--- config.mk ---
export PLATFORM = sky130hd
export DESIGN_NAME = csv_field_tokenizer_top
export DESIGN_NICKNAME = d
export VERILOG_FILES = /design/src/rtl/csvt_pkg.sv /design/src/rtl/csvt_front.sv /design/src/rtl/csvt_queue.sv /design/src/rtl/csvt_back.sv /design/src/rtl/csv_field_tokenizer_top.sv
export SDC_FILE = /design/constraint.sdc
export NUM_CORES = 1
export LEC_CHECK = 0
export ABC_AREA = 1
export BUFFER_PORTS_ARGS = -buffer_cell sky130_fd_sc_hd__buf_2
export CORE_MARGIN = 2
export CORE_UTILIZATION = 25
export DETAILED_ROUTE_END_ITERATION = 8
export GPL_TIMING_DRIVEN = 0
export PLACE_DENSITY = 0.35
export SYNTH_ARGS = -nofsm -noshare
export SYNTH_HDL_FRONTEND = slang
export SYNTH_HIERARCHICAL = 1
export SYNTH_SLANG_ARGS = --single-unit
--- constraint.sdc ---
create_clock -name aclk -period 9.4 [get_ports aclk]
set_input_delay 0.94 -clock aclk [delete_from_list [all_inputs] [get_ports aclk]]
set_output_delay 0.94 -clock aclk [all_outputs]
set_load 0.05 [all_outputs]
--- src/rtl/csvt_pkg.sv ---
// ---------------------------------------------------------------------------
// csvt_pkg
// Shared types and constants for the separated-value field tokeniser.
// ---------------------------------------------------------------------------
package csvt_pkg;

    // whitespace and separator slots packed into one 32-bit register
    localparam int CHAR_SLOTS  = 4;
    localparam int MAX_COLUMNS = 65535;
    localparam int CFG_IDX_W   = 3;

    localparam logic [7:0] NL_CHAR     = 8'h0A;
    localparam logic [7:0] QUOTE_CHAR  = 8'h22;
    localparam logic [7:0] BSLASH_CHAR = 8'h5C;

    localparam logic [15:0] COLS_LIMIT =
        (MAX_COLUMNS > 65535) ? 16'hFFFF : 16'(MAX_COLUMNS);
    localparam logic [2:0] SLOT_LIMIT =
        (CHAR_SLOTS > 4) ? 3'd4 : 3'(CHAR_SLOTS);

    typedef enum logic [CFG_IDX_W-1:0] {
        CFG_WHITE_CHARS     = 3'd0,
        CFG_WHITE_COUNT     = 3'd1,
        CFG_SEP_CHARS       = 3'd2,
        CFG_SEP_COUNT       = 3'd3,
        CFG_SKIP_LINES      = 3'd4,
        CFG_ROWS_TO_READ    = 3'd5,
        CFG_COLUMNS_PER_ROW = 3'd6,
        CFG_STOP_ON_ERROR   = 3'd7
    } cfg_reg_t;

    typedef enum logic [2:0] {
        EV_CHAR           = 3'd0,
        EV_FIELD_END      = 3'd1,
        EV_ROW_END        = 3'd2,
        EV_SHORT_LINE     = 3'd3,
        EV_UNEXPECTED_END = 3'd4
    } ev_kind_t;

    typedef enum logic [2:0] {
        MODE_SKIP  = 3'd0,
        MODE_LEAD  = 3'd1,
        MODE_ITEM  = 3'd2,
        MODE_QUOTE = 3'd3,
        MODE_QESC  = 3'd4,
        MODE_TRAIL = 3'd5,
        MODE_HALT  = 3'd6
    } mode_t;

    typedef struct packed {
        logic [7:0] byte_in;
        logic       end_of_stream;
    } in_item_t;

    typedef struct packed {
        ev_kind_t    event_kind;
        logic [7:0]  char_value;
        logic        empty_field;
        logic [15:0] column_index;
        logic [23:0] row_index;
        logic        last_of_run;
    } out_item_t;

    // all events caused by one input byte, in output order
    typedef struct packed {
        logic [1:0]          count;
        out_item_t [2:0]     ev;
    } bundle_t;

    typedef struct packed {
        logic full;
        logic empty;
    } q_status_t;

    // membership of a byte in a packed character set, newline never matches
    function automatic logic in_set(input logic [7:0] b, input logic [31:0] chars,
                                    input logic [2:0] count);
        logic [2:0] n;
        logic       hit;
        n   = (count > SLOT_LIMIT) ? SLOT_LIMIT : count;
        hit = 1'b0;
        for (int i = 0; i < 4; i++) begin
            if ((3'(i) < n) && (chars[8*i +: 8] == b)) begin
                hit = 1'b1;
            end
        end
        return hit && (b != NL_CHAR);
    endfunction

endpackage

--- src/rtl/csvt_front.sv ---
// ---------------------------------------------------------------------------
// csvt_front
// Configuration registers and the per-byte parse decision; an accepted
// byte yields at most one bundle, of up to three events, for the queue.
// ---------------------------------------------------------------------------
module csvt_front #(
    parameter int MAX_ITEM_CHARS = 255
) (
    input  logic                               aclk,
    input  logic                               aresetn,
    input  logic                               cfg_wr_en,
    input  logic [csvt_pkg::CFG_IDX_W-1:0]     cfg_index,
    input  logic [31:0]                        cfg_wdata,
    input  logic                               in_fire,
    input  csvt_pkg::in_item_t                 in_data,
    output logic                               push,
    output csvt_pkg::bundle_t                  bundle
);
    import csvt_pkg::*;

    localparam int LEN_W = $clog2(MAX_ITEM_CHARS + 1);
    localparam logic [LEN_W-1:0] LEN_MAX = LEN_W'(MAX_ITEM_CHARS);

    // configuration
    logic [31:0] white_chars_reg;
    logic [2:0]  white_count_reg;
    logic [31:0] sep_chars_reg;
    logic [2:0]  sep_count_reg;
    logic [23:0] skip_lines_reg;
    logic [23:0] rows_to_read_reg;
    logic [15:0] columns_per_row_reg;
    logic        stop_on_error_reg;

    // parse state
    mode_t            mode_reg, mode_next;
    logic [LEN_W-1:0] item_length_reg, item_length_next;
    logic [15:0]      column_count_reg, column_count_next;
    logic [23:0]      row_count_reg, row_count_next;
    logic [23:0]      skipped_count_reg, skipped_count_next;
    logic             field_has_text_reg, field_has_text_next;

    // per-byte decision
    mode_t       mode_eff;
    logic [7:0]  b;
    logic        is_nl, is_white, is_sep, is_quote, is_bslash;
    logic [15:0] cols_eff;
    logic [15:0] cc_inc;
    logic [23:0] rc_inc;
    logic        do_close, term_nl, lead_after, lead_item;
    logic        ev_fe, ev_short, ev_row, ev_char, ev_unexp, fe_empty;
    logic [1:0]  n;

    // configuration writes
    always_ff @(posedge aclk) begin
        if (!aresetn) begin
            white_chars_reg     <= 32'd32;
            white_count_reg     <= 3'd1;
            sep_chars_reg       <= 32'h0009_2C3B;
            sep_count_reg       <= 3'd3;
            skip_lines_reg      <= 24'd0;
            rows_to_read_reg    <= 24'd0;
            columns_per_row_reg <= 16'd1;
            stop_on_error_reg   <= 1'b0;
        end else if (cfg_wr_en) begin
            case (cfg_reg_t'(cfg_index))
                CFG_WHITE_CHARS:     white_chars_reg     <= cfg_wdata;
                CFG_WHITE_COUNT:     white_count_reg     <= cfg_wdata[2:0];
                CFG_SEP_CHARS:       sep_chars_reg       <= cfg_wdata;
                CFG_SEP_COUNT:       sep_count_reg       <= cfg_wdata[2:0];
                CFG_SKIP_LINES:      skip_lines_reg      <= cfg_wdata[23:0];
                CFG_ROWS_TO_READ:    rows_to_read_reg    <= cfg_wdata[23:0];
                CFG_COLUMNS_PER_ROW: columns_per_row_reg <= cfg_wdata[15:0];
                CFG_STOP_ON_ERROR:   stop_on_error_reg   <= cfg_wdata[0];
                default:             ;
            endcase
        end
    end

    // parse state register
    always_ff @(posedge aclk) begin
        if (!aresetn) begin
            mode_reg           <= MODE_SKIP;
            item_length_reg    <= '0;
            column_count_reg   <= '0;
            row_count_reg      <= '0;
            skipped_count_reg  <= '0;
            field_has_text_reg <= 1'b0;
        end else begin
            mode_reg           <= mode_next;
            item_length_reg    <= item_length_next;
            column_count_reg   <= column_count_next;
            row_count_reg      <= row_count_next;
            skipped_count_reg  <= skipped_count_next;
            field_has_text_reg <= field_has_text_next;
        end
    end

    // byte classification
    always_comb begin
        b         = in_data.byte_in;
        is_nl     = (b == NL_CHAR);
        is_quote  = (b == QUOTE_CHAR);
        is_bslash = (b == BSLASH_CHAR);
        is_white  = in_set(b, white_chars_reg, white_count_reg);
        is_sep    = in_set(b, sep_chars_reg, sep_count_reg);
        cols_eff  = (columns_per_row_reg > COLS_LIMIT) ? COLS_LIMIT : columns_per_row_reg;
        cc_inc    = column_count_reg + 16'd1;
        rc_inc    = row_count_reg + 24'd1;
    end

    // next state and event flags
    always_comb begin
        mode_eff = (mode_reg == MODE_SKIP && skipped_count_reg >= skip_lines_reg) ?
                   MODE_LEAD : mode_reg;
        mode_next           = mode_reg;
        item_length_next    = item_length_reg;
        column_count_next   = column_count_reg;
        row_count_next      = row_count_reg;
        skipped_count_next  = skipped_count_reg;
        field_has_text_next = field_has_text_reg;
        do_close   = 1'b0;
        term_nl    = 1'b0;
        lead_after = 1'b0;
        lead_item  = 1'b0;
        ev_fe      = 1'b0;
        ev_short   = 1'b0;
        ev_row     = 1'b0;
        ev_char    = 1'b0;
        ev_unexp   = 1'b0;
        fe_empty   = 1'b0;
        if (in_fire) begin
            mode_next = mode_eff;
            if (mode_eff == MODE_HALT) begin
                mode_next = MODE_HALT;
            end else if (in_data.end_of_stream) begin
                // silent stop only at a clean row start in read-to-end mode
                ev_unexp  = !(mode_eff == MODE_LEAD && column_count_reg == 16'd0 &&
                              rows_to_read_reg == 24'd0);
                mode_next = MODE_HALT;
            end else begin
                case (mode_eff)
                    MODE_SKIP: begin
                        if (is_nl) begin
                            skipped_count_next = skipped_count_reg + 24'd1;
                        end
                    end
                    MODE_LEAD: begin
                        if (is_nl) begin
                            do_close = 1'b1;
                            term_nl  = 1'b1;
                        end else if (is_white) begin
                            mode_next = MODE_LEAD;
                        end else if (is_quote) begin
                            mode_next = MODE_QUOTE;
                        end else if (is_sep) begin
                            do_close = 1'b1;
                        end else begin
                            lead_item = 1'b1;
                        end
                    end
                    MODE_ITEM: begin
                        if (is_nl) begin
                            do_close = 1'b1;
                            term_nl  = 1'b1;
                        end else if (is_white) begin
                            mode_next = MODE_TRAIL;
                        end else if (is_sep) begin
                            do_close = 1'b1;
                        end else if (item_length_reg < LEN_MAX) begin
                            item_length_next = item_length_reg + LEN_W'(1);
                            ev_char          = 1'b1;
                        end
                    end
                    MODE_QUOTE: begin
                        if (is_nl) begin
                            do_close = 1'b1;
                            term_nl  = 1'b1;
                        end else if (is_bslash) begin
                            mode_next = MODE_QESC;
                        end else if (is_quote) begin
                            mode_next = MODE_TRAIL;
                        end
                    end
                    MODE_QESC: begin
                        if (is_nl) begin
                            do_close = 1'b1;
                            term_nl  = 1'b1;
                        end else begin
                            mode_next = MODE_QUOTE;
                        end
                    end
                    MODE_TRAIL: begin
                        if (is_nl) begin
                            do_close = 1'b1;
                            term_nl  = 1'b1;
                        end else if (is_sep && !is_white) begin
                            do_close = 1'b1;
                        end else if (!is_white) begin
                            // a new item after trailing blanks closes the field first
                            do_close   = 1'b1;
                            lead_after = 1'b1;
                        end
                    end
                    default: mode_next = MODE_HALT;
                endcase

                // field close, with optional short line and row end
                if (do_close) begin
                    ev_fe               = 1'b1;
                    fe_empty            = !field_has_text_reg;
                    field_has_text_next = 1'b0;
                    item_length_next    = '0;
                    mode_next           = MODE_LEAD;
                    column_count_next   = cc_inc;
                    if (term_nl) begin
                        if (cc_inc < cols_eff) begin
                            ev_short = 1'b1;
                            if (stop_on_error_reg) begin
                                mode_next = MODE_HALT;
                            end
                        end
                        ev_row = !(ev_short && stop_on_error_reg);
                    end else begin
                        ev_row = (cc_inc >= cols_eff);
                    end
                    if (ev_row) begin
                        column_count_next = 16'd0;
                        row_count_next    = rc_inc;
                        if (rows_to_read_reg != 24'd0 && rc_inc >= rows_to_read_reg) begin
                            mode_next = MODE_HALT;
                        end
                    end
                    if (lead_after && mode_next == MODE_LEAD) begin
                        if (is_quote) begin
                            mode_next = MODE_QUOTE;
                        end else begin
                            lead_item = 1'b1;
                        end
                    end
                end

                // first character of an item
                if (lead_item) begin
                    mode_next           = MODE_ITEM;
                    field_has_text_next = 1'b1;
                    item_length_next    = LEN_W'(1);
                    ev_char             = 1'b1;
                end
            end
        end
    end

    // pack the events in order
    always_comb begin
        bundle = '0;
        n      = 2'd0;
        if (ev_unexp) begin
            bundle.ev[n].event_kind   = EV_UNEXPECTED_END;
            bundle.ev[n].column_index = column_count_reg;
            bundle.ev[n].row_index    = row_count_reg;
            n = n + 2'd1;
        end
        if (ev_fe) begin
            bundle.ev[n].event_kind   = EV_FIELD_END;
            bundle.ev[n].empty_field  = fe_empty;
            bundle.ev[n].column_index = cc_inc;
            bundle.ev[n].row_index    = row_count_reg;
            n = n + 2'd1;
        end
        if (ev_short) begin
            bundle.ev[n].event_kind   = EV_SHORT_LINE;
            bundle.ev[n].column_index = cc_inc;
            bundle.ev[n].row_index    = row_count_reg;
            n = n + 2'd1;
        end
        if (ev_row) begin
            bundle.ev[n].event_kind   = EV_ROW_END;
            bundle.ev[n].column_index = cc_inc;
            bundle.ev[n].row_index    = row_count_reg;
            n = n + 2'd1;
        end
        if (ev_char) begin
            bundle.ev[n].event_kind   = EV_CHAR;
            bundle.ev[n].char_value   = b;
            bundle.ev[n].column_index = column_count_next;
            bundle.ev[n].row_index    = row_count_next;
            n = n + 2'd1;
        end
        if (n != 2'd0) begin
            bundle.ev[n - 2'd1].last_of_run = 1'b1;
        end
        bundle.count = n;
        push         = in_fire && (n != 2'd0);
    end

    // halt is final until reset
    a_halt_sticks: assert property (@(posedge aclk) disable iff (!aresetn)
        mode_reg == MODE_HALT |=> mode_reg == MODE_HALT)
        else $error("parser left halt without reset");

    // a halted parser produces nothing
    a_halt_silent: assert property (@(posedge aclk) disable iff (!aresetn)
        (in_fire && mode_reg == MODE_HALT) |-> !push)
        else $error("events produced while halted");

endmodule

--- src/rtl/csvt_queue.sv ---
// ---------------------------------------------------------------------------
// csvt_queue
// Small first-in first-out store of event bundles between parser and
// output sequencer.
// ---------------------------------------------------------------------------
module csvt_queue #(
    parameter int DEPTH = 4
) (
    input  logic                   aclk,
    input  logic                   aresetn,
    input  logic                   push,
    input  csvt_pkg::bundle_t      push_data,
    input  logic                   pop,
    output csvt_pkg::bundle_t      head,
    output csvt_pkg::q_status_t    stat
);
    import csvt_pkg::*;

    localparam int PTR_W = (DEPTH > 1) ? $clog2(DEPTH) : 1;
    localparam int CNT_W = $clog2(DEPTH + 1);
    localparam logic [PTR_W-1:0] PTR_LAST = PTR_W'(DEPTH - 1);
    localparam logic [CNT_W-1:0] CNT_FULL = CNT_W'(DEPTH);

    bundle_t          mem_reg [DEPTH];
    logic [PTR_W-1:0] wr_ptr_reg, wr_ptr_next;
    logic [PTR_W-1:0] rd_ptr_reg, rd_ptr_next;
    logic [CNT_W-1:0] count_reg, count_next;

    // storage
    always_ff @(posedge aclk) begin
        if (push) begin
            mem_reg[wr_ptr_reg] <= push_data;
        end
    end

    // pointers and fill level
    always_ff @(posedge aclk) begin
        if (!aresetn) begin
            wr_ptr_reg <= '0;
            rd_ptr_reg <= '0;
            count_reg  <= '0;
        end else begin
            wr_ptr_reg <= wr_ptr_next;
            rd_ptr_reg <= rd_ptr_next;
            count_reg  <= count_next;
        end
    end

    always_comb begin
        wr_ptr_next = wr_ptr_reg;
        rd_ptr_next = rd_ptr_reg;
        count_next  = count_reg;
        if (push) begin
            wr_ptr_next = (wr_ptr_reg == PTR_LAST) ? '0 : wr_ptr_reg + PTR_W'(1);
        end
        if (pop) begin
            rd_ptr_next = (rd_ptr_reg == PTR_LAST) ? '0 : rd_ptr_reg + PTR_W'(1);
        end
        case ({push, pop})
            2'b10:   count_next = count_reg + CNT_W'(1);
            2'b01:   count_next = count_reg - CNT_W'(1);
            default: count_next = count_reg;
        endcase
        head       = mem_reg[rd_ptr_reg];
        stat.full  = (count_reg == CNT_FULL);
        stat.empty = (count_reg == '0);
    end

    // no overflow and no underflow
    a_no_overflow: assert property (@(posedge aclk) disable iff (!aresetn)
        push |-> !stat.full)
        else $error("bundle queue overflow");

    a_no_underflow: assert property (@(posedge aclk) disable iff (!aresetn)
        pop |-> !stat.empty)
        else $error("bundle queue underflow");

endmodule

--- src/rtl/csvt_back.sv ---
// ---------------------------------------------------------------------------
// csvt_back
// Output sequencer: walks the head bundle one event per cycle into the
// result register, holding while m_valid is high and m_ready is low.
// ---------------------------------------------------------------------------
module csvt_back (
    input  logic                   aclk,
    input  logic                   aresetn,
    input  csvt_pkg::bundle_t      head,
    input  csvt_pkg::q_status_t    stat,
    output logic                   pop,
    output logic                   m_valid,
    input  logic                   m_ready,
    output csvt_pkg::out_item_t    m_data
);
    import csvt_pkg::*;

    logic [1:0] idx_reg, idx_next;
    logic       out_valid_reg, out_valid_next;
    out_item_t  out_reg, out_next;
    logic       load;

    // event pick and output register load
    always_comb begin
        load           = !stat.empty && (!out_valid_reg || m_ready);
        pop            = load && (idx_reg == head.count - 2'd1);
        idx_next       = idx_reg;
        out_next       = out_reg;
        out_valid_next = out_valid_reg && !m_ready;
        if (load) begin
            out_next       = head.ev[idx_reg];
            out_valid_next = 1'b1;
            idx_next       = pop ? 2'd0 : idx_reg + 2'd1;
        end
    end

    always_ff @(posedge aclk) begin
        if (!aresetn) begin
            idx_reg       <= 2'd0;
            out_valid_reg <= 1'b0;
        end else begin
            idx_reg       <= idx_next;
            out_valid_reg <= out_valid_next;
        end
    end

    // result payload
    always_ff @(posedge aclk) begin
        out_reg <= out_next;
    end

    assign m_valid = out_valid_reg;
    assign m_data  = out_reg;

    // walk index stays inside the head bundle
    a_idx_in_bundle: assert property (@(posedge aclk) disable iff (!aresetn)
        !stat.empty |-> idx_reg < head.count)
        else $error("event index past bundle end");

    // the bundle is released exactly on its final event
    a_pop_on_last: assert property (@(posedge aclk) disable iff (!aresetn)
        load |-> (pop == head.ev[idx_reg].last_of_run))
        else $error("bundle released off its final event");

endmodule

--- src/rtl/csv_field_tokenizer_top.sv ---
// ---------------------------------------------------------------------------
// csv_field_tokenizer_top
// Byte-serial tokeniser for separated-value text: parse stage, bundle
// queue and output sequencer.
// ---------------------------------------------------------------------------
// path: a byte's events pass the bundle queue, then the output register
// throughput: one byte per cycle while m_ready is high and each byte yields
//   at most one event; a byte with k events holds the single output register
//   until all k have left; the QUEUE_DEPTH bundle queue absorbs the bursts
// reset: synchronous active-low aresetn restores register defaults, parse
//   state, and empties queue and output; no clearing pass
module csv_field_tokenizer_top #(
    parameter int MAX_ITEM_CHARS = 255,
    parameter int QUEUE_DEPTH    = 4
) (
    input  logic                               aclk,
    input  logic                               aresetn,
    input  logic                               cfg_wr_en,
    input  logic [csvt_pkg::CFG_IDX_W-1:0]     cfg_index,
    input  logic [31:0]                        cfg_wdata,
    input  logic                               s_valid,
    output logic                               s_ready,
    input  csvt_pkg::in_item_t                 s_data,
    output logic                               m_valid,
    input  logic                               m_ready,
    output csvt_pkg::out_item_t                m_data
);
    import csvt_pkg::*;

    logic      in_fire;
    logic      push;
    logic      pop;
    bundle_t   bundle;
    bundle_t   head;
    q_status_t stat;

    // input transfer whenever the queue has room
    assign s_ready = !stat.full;
    assign in_fire = s_valid && s_ready;

    csvt_front #(
        .MAX_ITEM_CHARS (MAX_ITEM_CHARS)
    ) u_front (
        .aclk      (aclk),
        .aresetn   (aresetn),
        .cfg_wr_en (cfg_wr_en),
        .cfg_index (cfg_index),
        .cfg_wdata (cfg_wdata),
        .in_fire   (in_fire),
        .in_data   (s_data),
        .push      (push),
        .bundle    (bundle)
    );

    csvt_queue #(
        .DEPTH (QUEUE_DEPTH)
    ) u_queue (
        .aclk      (aclk),
        .aresetn   (aresetn),
        .push      (push),
        .push_data (bundle),
        .pop       (pop),
        .head      (head),
        .stat      (stat)
    );

    csvt_back u_back (
        .aclk    (aclk),
        .aresetn (aresetn),
        .head    (head),
        .stat    (stat),
        .pop     (pop),
        .m_valid (m_valid),
        .m_ready (m_ready),
        .m_data  (m_data)
    );

endmodule
==> flow_summary.json, run 1 <==
{
  "htreeDepth": 3,
  "fp.dieW_microns": 413,
  "place_congestion": 0.845,
  "io_buffer_count": 98,
  "via_per_inst": 4.74,
  "clkSinkCount": 920,
  "synth.mux.area_fraction_pct": 0,
  "synth-simple-area-share_pct": 14.4,
  "synth_seq_area_share_pct": 60.8,
  "cts_tree": "done",
  "synth_cell_types": 57,
  "synth_fa_ha_area_share_pct": 2.82,
  "grt_usage_pct": 18.7,
  "cp_max_fo": 67,
  "cts_resized": 0,
  "max_freq_ghz": 0.121,
  "synth_area_leaders": "edfxtp_1 50%, dfxtp_1 11%, o21ai_0 6.8%, nor2_1 6.1%, nand2_1 3.3%",
  "clock_latency_ns": 0.76,
  "relSlewSlack_pct": 20.2,
  "cp-start-kind": "flip-flop",
  "path_clk_slew_ns": 0.06,
  "syn_area_sq_um": 41700,
  "final_util_pct": 29.5,
  "hold_viol": 0,
  "rsz0062_at_grt": "no",
  "cp_common_cell": "nand2_1",
  "syn_avg_cell_area_sq_um": 10.1,
  "route.vias.total": 31500,
  "design.core.area_sq_um": 165000,
  "cp-end-kind": "flip-flop",
  "synth.ff_latch_count": 920,
  "worstPathArrival_ns": 8.61,
  "grt_pass1_wl_mm": 229,
  "drc": 0,
  "rows": 149,
  "drv_cap": 0,
  "finalCriticalPeriod_ns": 8.24,
  "drt_first_iter_violations": 2533,
  "synth_top_area_share_pct": 50.1,
  "wl_per_cell_microns": 24.2,
  "floorplan.initialDensity_pct": 25.2,
  "drive_gt1_share_pct": 12.1,
  "cts_buffers": 111,
  "finalCritPeriodShare_pct": 87.7,
  "grt.overflow.total": 0,
  "worst_pin_slew_ns": 1.20,
  "synth_edf_count": 697,
  "largest_reg_flops": 644,
  "yosys_warnings": 6,
  "max-vdd-ir-drop_mv": 0.156,
  "hp-class": "reg2reg",
  "grt_max_degree": 86,
  "path_class": "reg2reg",
  "clockRootBuffer": "clkbuf_16",
  "synth_flop_cell": "edfxtp_1",
  "cp_slowest_cell": "dfxtp_1",
  "powerDensity_nw_per_um2": 256,
  "p_leak_nw": 17.1,
  "wirelength_mm": 161,
  "die_y_microns": 413,
  "postCtsSetupBuffers": 0,
  "first_pass_iters": 5,
  "nNetsFinal": 4505,
  "syn_to_final_growth_pct": 17.0,
  "ios": 104,
  "synth-compound-area-share_pct": 14.3,
  "cpPeakStageDelay_ns": 0.63,
  "finClkSkew_ns": 0.0419,
  "synthCells": 4140,
  "cts_hold_buf": 0,
  "fin_hold_ws_ns": 0.461,
  "antenna_found_initial": 6,
  "die_area_sq_um": 170000,
  "yosys-top-cells-count": "697 x edfxtp_1, 681 x nor2_1, 570 x o21ai_0",
  "slew_violations": 0,
  "setup_viol": 0,
  "yosysMostFrequentCell": "edfxtp_1",
  "synth_top_family_by_area": "simple AND/OR/NAND/NOR gates",
  "drtAntennaViolNets": 0,
  "status": "finished, final reports clean",
  "clockBufferDepth": 3,
  "ys_async_sr_fraction_pct": 0,
  "first_global_vias": 31100,
  "nFillCells": 17400,
  "yosys.area.top_type": "edfxtp_1",
  "synthXorXnorAreaFrac_pct": 1.57,
  "worstPathRequired_ns": 9.77,
  "dp_hpwl_mm": 110
}
## worst paths after layout
check	cells after the start	end	slack [ns]	start
max	32	u_queue/mem_reg[1][127]	1.16	u_front/column_count_reg[0]
min reg2reg	2	u_front/field_has_text_reg	0.46	u_front/field_has_text_reg
max reg2reg	32	u_queue/mem_reg[1][127]	1.16	u_front/column_count_reg[0]
min	2	u_front/field_has_text_reg	0.46	u_front/field_has_text_reg
## metrics by stage
step	setup slack [ns]	std cells	power (mW)	cell area, sq um	TNS [ns]
2_1_floorplan	1.22	4143	6.94	41800	0
3_3_place_gp	-4.42	6430	8.45	45000	-2709.90
3_5_place_dp	1.17	6439	8.40	45300	0
4_1_cts	1.09	6649	12.7	48800	0
5_1_grt	0.421	6649	13.1	48800	0
6_report	1.16	6651	12.5	48800	0
## layout by cell type (no fill, tap or decap), types with 9 or more instances in the layout
cell       count
edfxtp_1     697
nor2_1       681
o21ai_0      570
nand2_1      372
inv_1        278
dfxtp_1      223
o22ai_1      195
buf_2        171
a21oi_1      155
nand3_1      154
clkbuf_1     147
clkbuf_16    112
o21ai_1      108
ha_1          91
xor2_1        61
nor3_1        46
o21ai_2       45
nand4_1       44
nand3_2       33
buf_4         30
inv_2         27
clkinv_1      22
buf_6         22
clkinv_2      20
nor4_1        15
xnor2_1       14
nand2_2        9
## layout make-up
cell class              count  area [sq um]  share of cell area [%]
inverters                 314          1220                    2.49
plain buffers             250          1340                    2.75
flip-flops and latches    920         25400                    52.0
multi-input cells        2659         13800                    28.3
diodes                      2          5.00                  0.0102
clock inverters            60           557                    1.14
well taps                2189          2740                    5.61
repair buffers            107           723                    1.48
clock buffers             150          3030                    6.20
## logic make-up (layout without fill, tap and decap cells)
kind of cell               count (synthesis)  in the layout
AOI/OAI and AO/OA                       1100           1100
xor gates and xnor gates                  75             75
and+or+nand+nor                         1387           1387
other                                      1              6
buffers and inverters                    564            881
adders and majority gates                 93             93
DFF                                      920            920
## critical path: cells and delay by family (launching register included)
family | cells | cell delay [ns]
buf+inv | 7 | 1.49
xor+xnor | 2 | 0.68
fa+ha+maj | 3 | 1.15
simple gates | 17 | 3.20
flops | 1 | 0.63
compound gates | 3 | 0.41
## metal layers
| metal | part of all wire (%) | global-route usage [%] | vias to the layer above |
|---|---|---|---|
| li1 | - | - | 15000 |
| met1 | 46 | 25.6 | 15700 |
| met2 | 48 | 31.2 | 659 |
| met3 | 3.6 | 1.94 | 158 |
| met4 | 2.1 | 4.96 | 0 |
| met5 | 0 | 0 | - |
## power breakdown
group	leakage, nW	internal, mW	switching, mW	total, mW
clock	1.75	2.48	1.81	4.28
combinational	7.21	0.796	2.64	3.44
sequential	8.14	4.73	0.0756	4.80
Power figures use the tool's default switching activity.
==> run 2, diff against run 1 <==
--- a/config.mk
+++ b/config.mk
@@ -5,7 +5,6 @@
 export SDC_FILE = /design/constraint.sdc
 export NUM_CORES = 1
 export LEC_CHECK = 0
-export ABC_AREA = 1
 export BUFFER_PORTS_ARGS = -buffer_cell sky130_fd_sc_hd__buf_2
 export CORE_MARGIN = 2
 export CORE_UTILIZATION = 25
==> run 2 against run 1 <==
Effect of this change:
- fmax fell by 6.4%
- clock skew rose by 0.016 ns
- global-route usage fell by 2.8 points
- non-clock buffer count fell by 36
- register-to-register slack got worse by 0.56 ns
- sequential power fell by 3%
- core utilization rose by 0.081 points
==> flow_summary.json, run 2 <==
{
  "drv_cap": 0,
  "rsz0062_at_grt": "no",
  "worstPathArrival_ns": 9.17,
  "via_per_inst": 4.56,
  "p_leak_nw": 15.1,
  "grt_max_degree": 49,
  "yosysMostFrequentCell": "edfxtp_1",
  "place_congestion": 0.790,
  "cp_slowest_cell": "fa_1",
  "syn_to_final_growth_pct": 17.7,
  "final_common_cell": "edfxtp_1",
  "worstPathRequired_ns": 9.76,
  "clock_latency_ns": 0.77,
  "max_freq_ghz": 0.114,
  "relSlewSlack_pct": 22.4,
  "hold_viol": 0,
  "die_y_microns": 414,
  "layout_common_cells": "697 x edfxtp_1, 497 x nand2_1, 223 x dfxtp_1, 161 x mux4_2, 156 x buf_2",
  "ys_async_sr_fraction_pct": 0,
  "cp-end-kind": "flip-flop",
  "synth_edf_count": 697,
  "r2r_end": "u_queue/mem_reg[1][82]",
  "clockRootBuffer": "clkbuf_16",
  "synth_seq_area_share_pct": 60.4,
  "worstHoldStart": "cfg_wdata[26]",
  "clockBufferDepth": 3,
  "cts_hold_buf": 0,
  "fp.dieW_microns": 414,
  "path_clk_slew_ns": 0.06,
  "grt.overflow.total": 0,
  "htreeDepth": 3,
  "floorplan.initialDensity_pct": 25.2,
  "nNetsFinal": 3564,
  "whs_path_depth": 3,
  "fin_hold_ws_ns": 0.444,
  "synth_cell_types": 93,
  "finalCriticalPeriod_ns": 8.80,
  "yosys.area.top_type": "edfxtp_1",
  "design.core.area_sq_um": 167000,
  "final_util_pct": 29.6,
  "cp-start-kind": "flip-flop",
  "cts_buffers": 109,
  "final_cell_area_sq_um": 49500,
  "drtAntennaViolNets": 0,
  "synth_flop_cell": "edfxtp_1",
  "syn_area_sq_um": 42000,
  "power_mw": 10.5,
  "syn_avg_cell_area_sq_um": 13.2,
  "yosys_warnings": 6,
  "worst_pin_slew_ns": 1.16,
  "io_buffer_count": 100,
  "largest_reg_flops": 644,
  "first_global_vias": 26900,
  "yosys-top-cells-count": "697 x edfxtp_1, 497 x nand2_1, 223 x dfxtp_1",
  "setup_tns_ns": 0,
  "finClkSkew_ns": 0.0582,
  "synth.ff_latch_count": 920,
  "hp-class": "in2reg",
  "powerDensity_nw_per_um2": 212,
  "ios": 104,
  "wl_per_cell_microns": 24.0,
  "dp_hpwl_mm": 94.5,
  "first_pass_iters": 5,
  "worstReg2RegStart": "u_front/column_count_reg[0]",
  "clkSinkCount": 920,
  "r2r_cells": 28,
  "route.vias.total": 26100,
  "antenna_found_initial": 8,
  "cpPeakStageDelay_ns": 0.74,
  "max-vdd-ir-drop_mv": 0.133,
  "synthCells": 3190,
  "rows": 150,
  "path_class": "reg2reg",
  "cp_max_fo": 10,
  "rrSetupSlack_ns": 0.60,
  "min_to": "u_front/white_chars_reg[26]",
  "drt_first_iter_violations": 1686,
  "finalCritPeriodShare_pct": 93.7,
  "setup_viol": 0,
  "cts_tree": "done",
  "drc": 0,
  "synth_top_area_share_pct": 49.8,
  "wirelength_mm": 138,
  "status": "finished, final reports clean",
  "placed_cell_area_sq_um": 45700,
  "slew_violations": 0,
  "cp_common_cell": "inv_1",
  "synth_area_leaders": "edfxtp_1 50%, dfxtp_1 11%, mux4_2 8.6%, nand2_1 4.4%, mux2i_1 3.6%",
  "die_area_sq_um": 171000,
  "drive_gt1_share_pct": 16.9,
  "grt_pass1_wl_mm": 198,
  "grt_usage_pct": 15.9
}
## run 2: cell count changes after synthesis, moves of 126 or more
cell      delta
a21boi_0   +126
inv_1      -174
mux2i_1    +153
mux4_2     +161
nor2_1     -603
o21ai_0    -464
o22ai_1    -187
## run 2: layout make-up
class | instances | area, sq um
plain buffers | 204 | 1010
multi-input cells | 1960 | 15300
clock inverters | 62 | 719
flip-flops and latches | 920 | 25400
fillers | 17000 | 118000
clock buffers | 140 | 2980
diodes | 7 | 17.5
well taps | 2204 | 2760
repair buffers | 117 | 906
inverters | 110 | 418
## run 2: how the worst max path moves through the flow
stage	from	endpoint	slack, ns	cells after the start
detailed placement	u_front/column_count_reg[3]	u_queue/mem_reg[3][113]	-0.24	30
finish	u_front/column_count_reg[0]	u_queue/mem_reg[1][82]	0.60	28
floorplan	u_front/column_count_reg[3]	u_queue/mem_reg[3][0]	1.48	27
global placement	u_front/column_count_reg[3]	u_queue/mem_reg[1][116]	-2.96	27
global route	u_front/column_count_reg[0]	u_queue/mem_reg[1][82]	0.06	28
CTS	u_front/column_count_reg[3]	u_queue/mem_reg[3][12]	0.18	30
## run 2: logic make-up after synthesis
logic type,Yosys count,synth area share (%)
buffers and inverters,316,3.42
other,1,0.00892
XOR/XNOR,150,3.17
adder cells (fa/ha/maj),93,2.80
flip-flops,920,60.4
multiplexers,319,12.4
AND/OR/NAND/NOR,930,10.4
AO/OA/AOI/OAI,461,7.35
## run 2: stage by stage
step / setup slack [ns] / instances
final: 0.595 / 5724
after global routing: 0.0640 / 5718
after global placement: -2.96 / 5497
after floorplan: 1.48 / 3193
after detailed placement: -0.242 / 5512
after CTS: 0.176 / 5715
## run 2: repair_timing
| item | CTS | global route |
|---|---|---|
| pin swaps | 3 | 2 |
| setup buffers | 0 | 2 |
| endpoints found under the hold margin | 0 | 0 |
| gates resized for setup | 2 | 3 |
| cloned | 2 | 1 |
| setup endpoints to repair | 194 | 485 |
## run 2: per-layer routing
layer,up-vias,GRT usage [%],routed length [microns]
li1,12300,-,-
met1,13200,22.6,66300
met2,475,25.3,63500
met3,141,2.05,4590
met4,2,4.63,3270
met5,-,0,13
## run 2: critical path, delay by kind of cell, from the launching register on
family | cells | cell delay, ns
and+or+nand+nor | 12 | 3.19
AOI/OAI and AO/OA | 4 | 1.58
adders and majority gates | 3 | 1.32
buffers and inverters | 7 | 1.10
DFF | 1 | 0.60
xor gates and xnor gates | 2 | 0.57
## run 2: power breakdown
part / switching (mW) / internal, mW
combinational: 1.01 / 0.484
sequential: 0.0587 / 4.61
clock: 1.80 / 2.55
==> run 3, diff against run 2 <==
--- a/config.mk
+++ b/config.mk
@@ -6,6 +6,7 @@
 export NUM_CORES = 1
 export LEC_CHECK = 0
 export BUFFER_PORTS_ARGS = -buffer_cell sky130_fd_sc_hd__buf_2
+export CORE_ASPECT_RATIO = 0.8
 export CORE_MARGIN = 2
 export CORE_UTILIZATION = 25
 export DETAILED_ROUTE_END_ITERATION = 8
==> constraint.sdc (replaced) <==
create_clock -name aclk -period 11.2 [get_ports aclk]
set_input_delay 1.12 -clock aclk [delete_from_list [all_inputs] [get_ports aclk]]
set_output_delay 1.12 -clock aclk [all_outputs]
set_load 0.05 [all_outputs]
==> run 3 against run 2 <==
Effect of this change:
- cell area is 0.49% lower
- worst setup slack better by 1.2 ns
- fmax decreased by 6.6%
- clock power decreased by 20%
- count of clock-buffer cells in the layout grew 5
- critical endpoint is now u_queue/mem_reg[1][88]
- largest cell class unchanged
- die area about the same
- clock skew shrank 0.010 ns
==> flow_summary.json, run 3 (synthesized netlist as in run 2, its figures left out) <==
{
  "cts_buffers": 108,
  "wl_per_cell_microns": 24.4,
  "rrSetupSlack_ns": 1.77,
  "powerDensity_nw_per_um2": 176,
  "drtAntennaViolNets": 0,
  "relSlewSlack_pct": 16.9,
  "first_pass_iters": 5,
  "drive_gt1_share_pct": 16.3,
  "setup_tns_ns": 0,
  "floorplan.initialDensity_pct": 25.2,
  "worst_slack_ns": 1.77,
  "largest_reg_flops": 644,
  "cts_resized": 0,
  "clockRootBuffer": "clkbuf_16",
  "drv_cap": 0,
  "rows": 134,
  "place_ws_ns": 1.87,
  "regArea_sq_um": 25400,
  "route.vias.total": 26400,
  "drt_first_iter_violations": 1902,
  "fin_hold_ws_ns": 0.448,
  "grt.overflow.total": 0,
  "first_global_vias": 26800,
  "ios": 104,
  "nFillCells": 17000,
  "htreeDepth": 3,
  "worst_pin_slew_ns": 1.25,
  "die_area_sq_um": 171000,
  "die_y_microns": 371,
  "cp_max_fo": 10,
  "grt_max_degree": 51,
  "rsz0062_at_grt": "no",
  "path_clk_slew_ns": 0.06,
  "fp.dieW_microns": 462,
  "status": "finished, final reports clean",
  "clockBufferDepth": 3,
  "p_leak_nw": 15.0,
  "cp-end-kind": "flip-flop",
  "nNetsFinal": 3563,
  "path_class": "reg2reg",
  "postCtsSetupBuffers": 0,
  "worstPathRequired_ns": 11.53,
  "drc": 0,
  "slew_violations": 0,
  "syn_to_final_growth_pct": 17.2,
  "multiInputGateArea_sq_um": 15200,
  "wirelength_mm": 141,
  "dp_hpwl_mm": 98.0,
  "worstPathArrival_ns": 9.76,
  "layout_common_cells": "697 x edfxtp_1, 497 x nand2_1, 223 x dfxtp_1, 161 x mux4_2, 157 x buf_2",
  "grt_pass1_wl_mm": 202,
  "hp-class": "reg2reg",
  "design.core.area_sq_um": 167000,
  "cp-start-kind": "flip-flop",
  "setup_viol": 0,
  "place_congestion": 0.798,
  "via_per_inst": 4.58,
  "cts_hold_buf": 0,
  "max_freq_ghz": 0.106,
  "max-vdd-ir-drop_mv": 0.127,
  "finClkSkew_ns": 0.0478,
  "clock_latency_ns": 0.76,
  "io_buffer_count": 100,
  "grt_usage_pct": 16.4,
  "cts_tree": "done",
  "finalCriticalPeriod_ns": 9.43,
  "cpPeakStageDelay_ns": 0.70,
  "final_common_cell": "edfxtp_1",
  "cp_slowest_cell": "clkbuf_1",
  "hold_viol": 0,
  "antenna_found_initial": 13,
  "finalCritPeriodShare_pct": 84.2,
  "clkSinkCount": 920
}
-- run 3: final timing paths --
kind | from | endpoint | cells past startpoint
hold reg to reg | u_front/item_length_reg[4] | u_front/item_length_reg[4] | 1
setup reg to reg | u_front/column_count_reg[3] | u_queue/mem_reg[1][88] | 29
setup / recovery | u_front/column_count_reg[3] | u_queue/mem_reg[1][88] | 29
hold / removal | u_front/item_length_reg[4] | u_front/item_length_reg[4] | 1
-- run 3: power by group --
part | internal, mW | total, mW | switching, mW
registers | 3.87 | 3.92 | 0.0513
clock network | 1.97 | 3.46 | 1.49
logic | 0.408 | 1.27 | 0.866
total | 6.25 | 8.65 | 2.40
-- run 3: critical path: cells and delay by family (launching register included) --
family	cells	cell delay [ns]
simple gates	12	2.82
compound gates	5	2.31
buf+inv	7	1.99
xor+xnor	2	0.67
fa+ha+maj	2	0.58
flops	1	0.30
mux	1	0.29
-- run 3: area by class of cell --
type | count | area share (%)
inverters | 110 | 0.849
repair buffers | 118 | 1.92
well taps | 2244 | 5.70
clock buffers | 145 | 5.96
clock inverters | 53 | 0.973
multi-input cells | 1957 | 30.9
diodes | 6 | 0.0305
plain buffers | 206 | 2.07
flip-flops and latches | 920 | 51.6
-- run 3: per-layer routing --
metal  share of wire, %  vias up  track usage [%]
met3                3.9      176             2.43
li1                   -    12300                -
met5                  0        -                0
met4                2.2        0             3.91
met1                 50    13400             24.4
met2                 44      495             24.8
-- run 3: through the flow --
| stage | instance area, sq um | utilization (%) | power, mW | cells |
|---|---|---|---|---|
| CTS | 49200 | 29.5 | 8.83 | 5753 |
| floorplan | 42000 | - | 4.81 | 3193 |
| global route | 49200 | 29.5 | 9.02 | 5755 |
| detailed placement | 45800 | 27.5 | 5.30 | 5555 |
| finish | 49200 | 29.5 | 8.65 | 5759 |
| global placement | 45300 | 27.2 | 5.32 | 5537 |
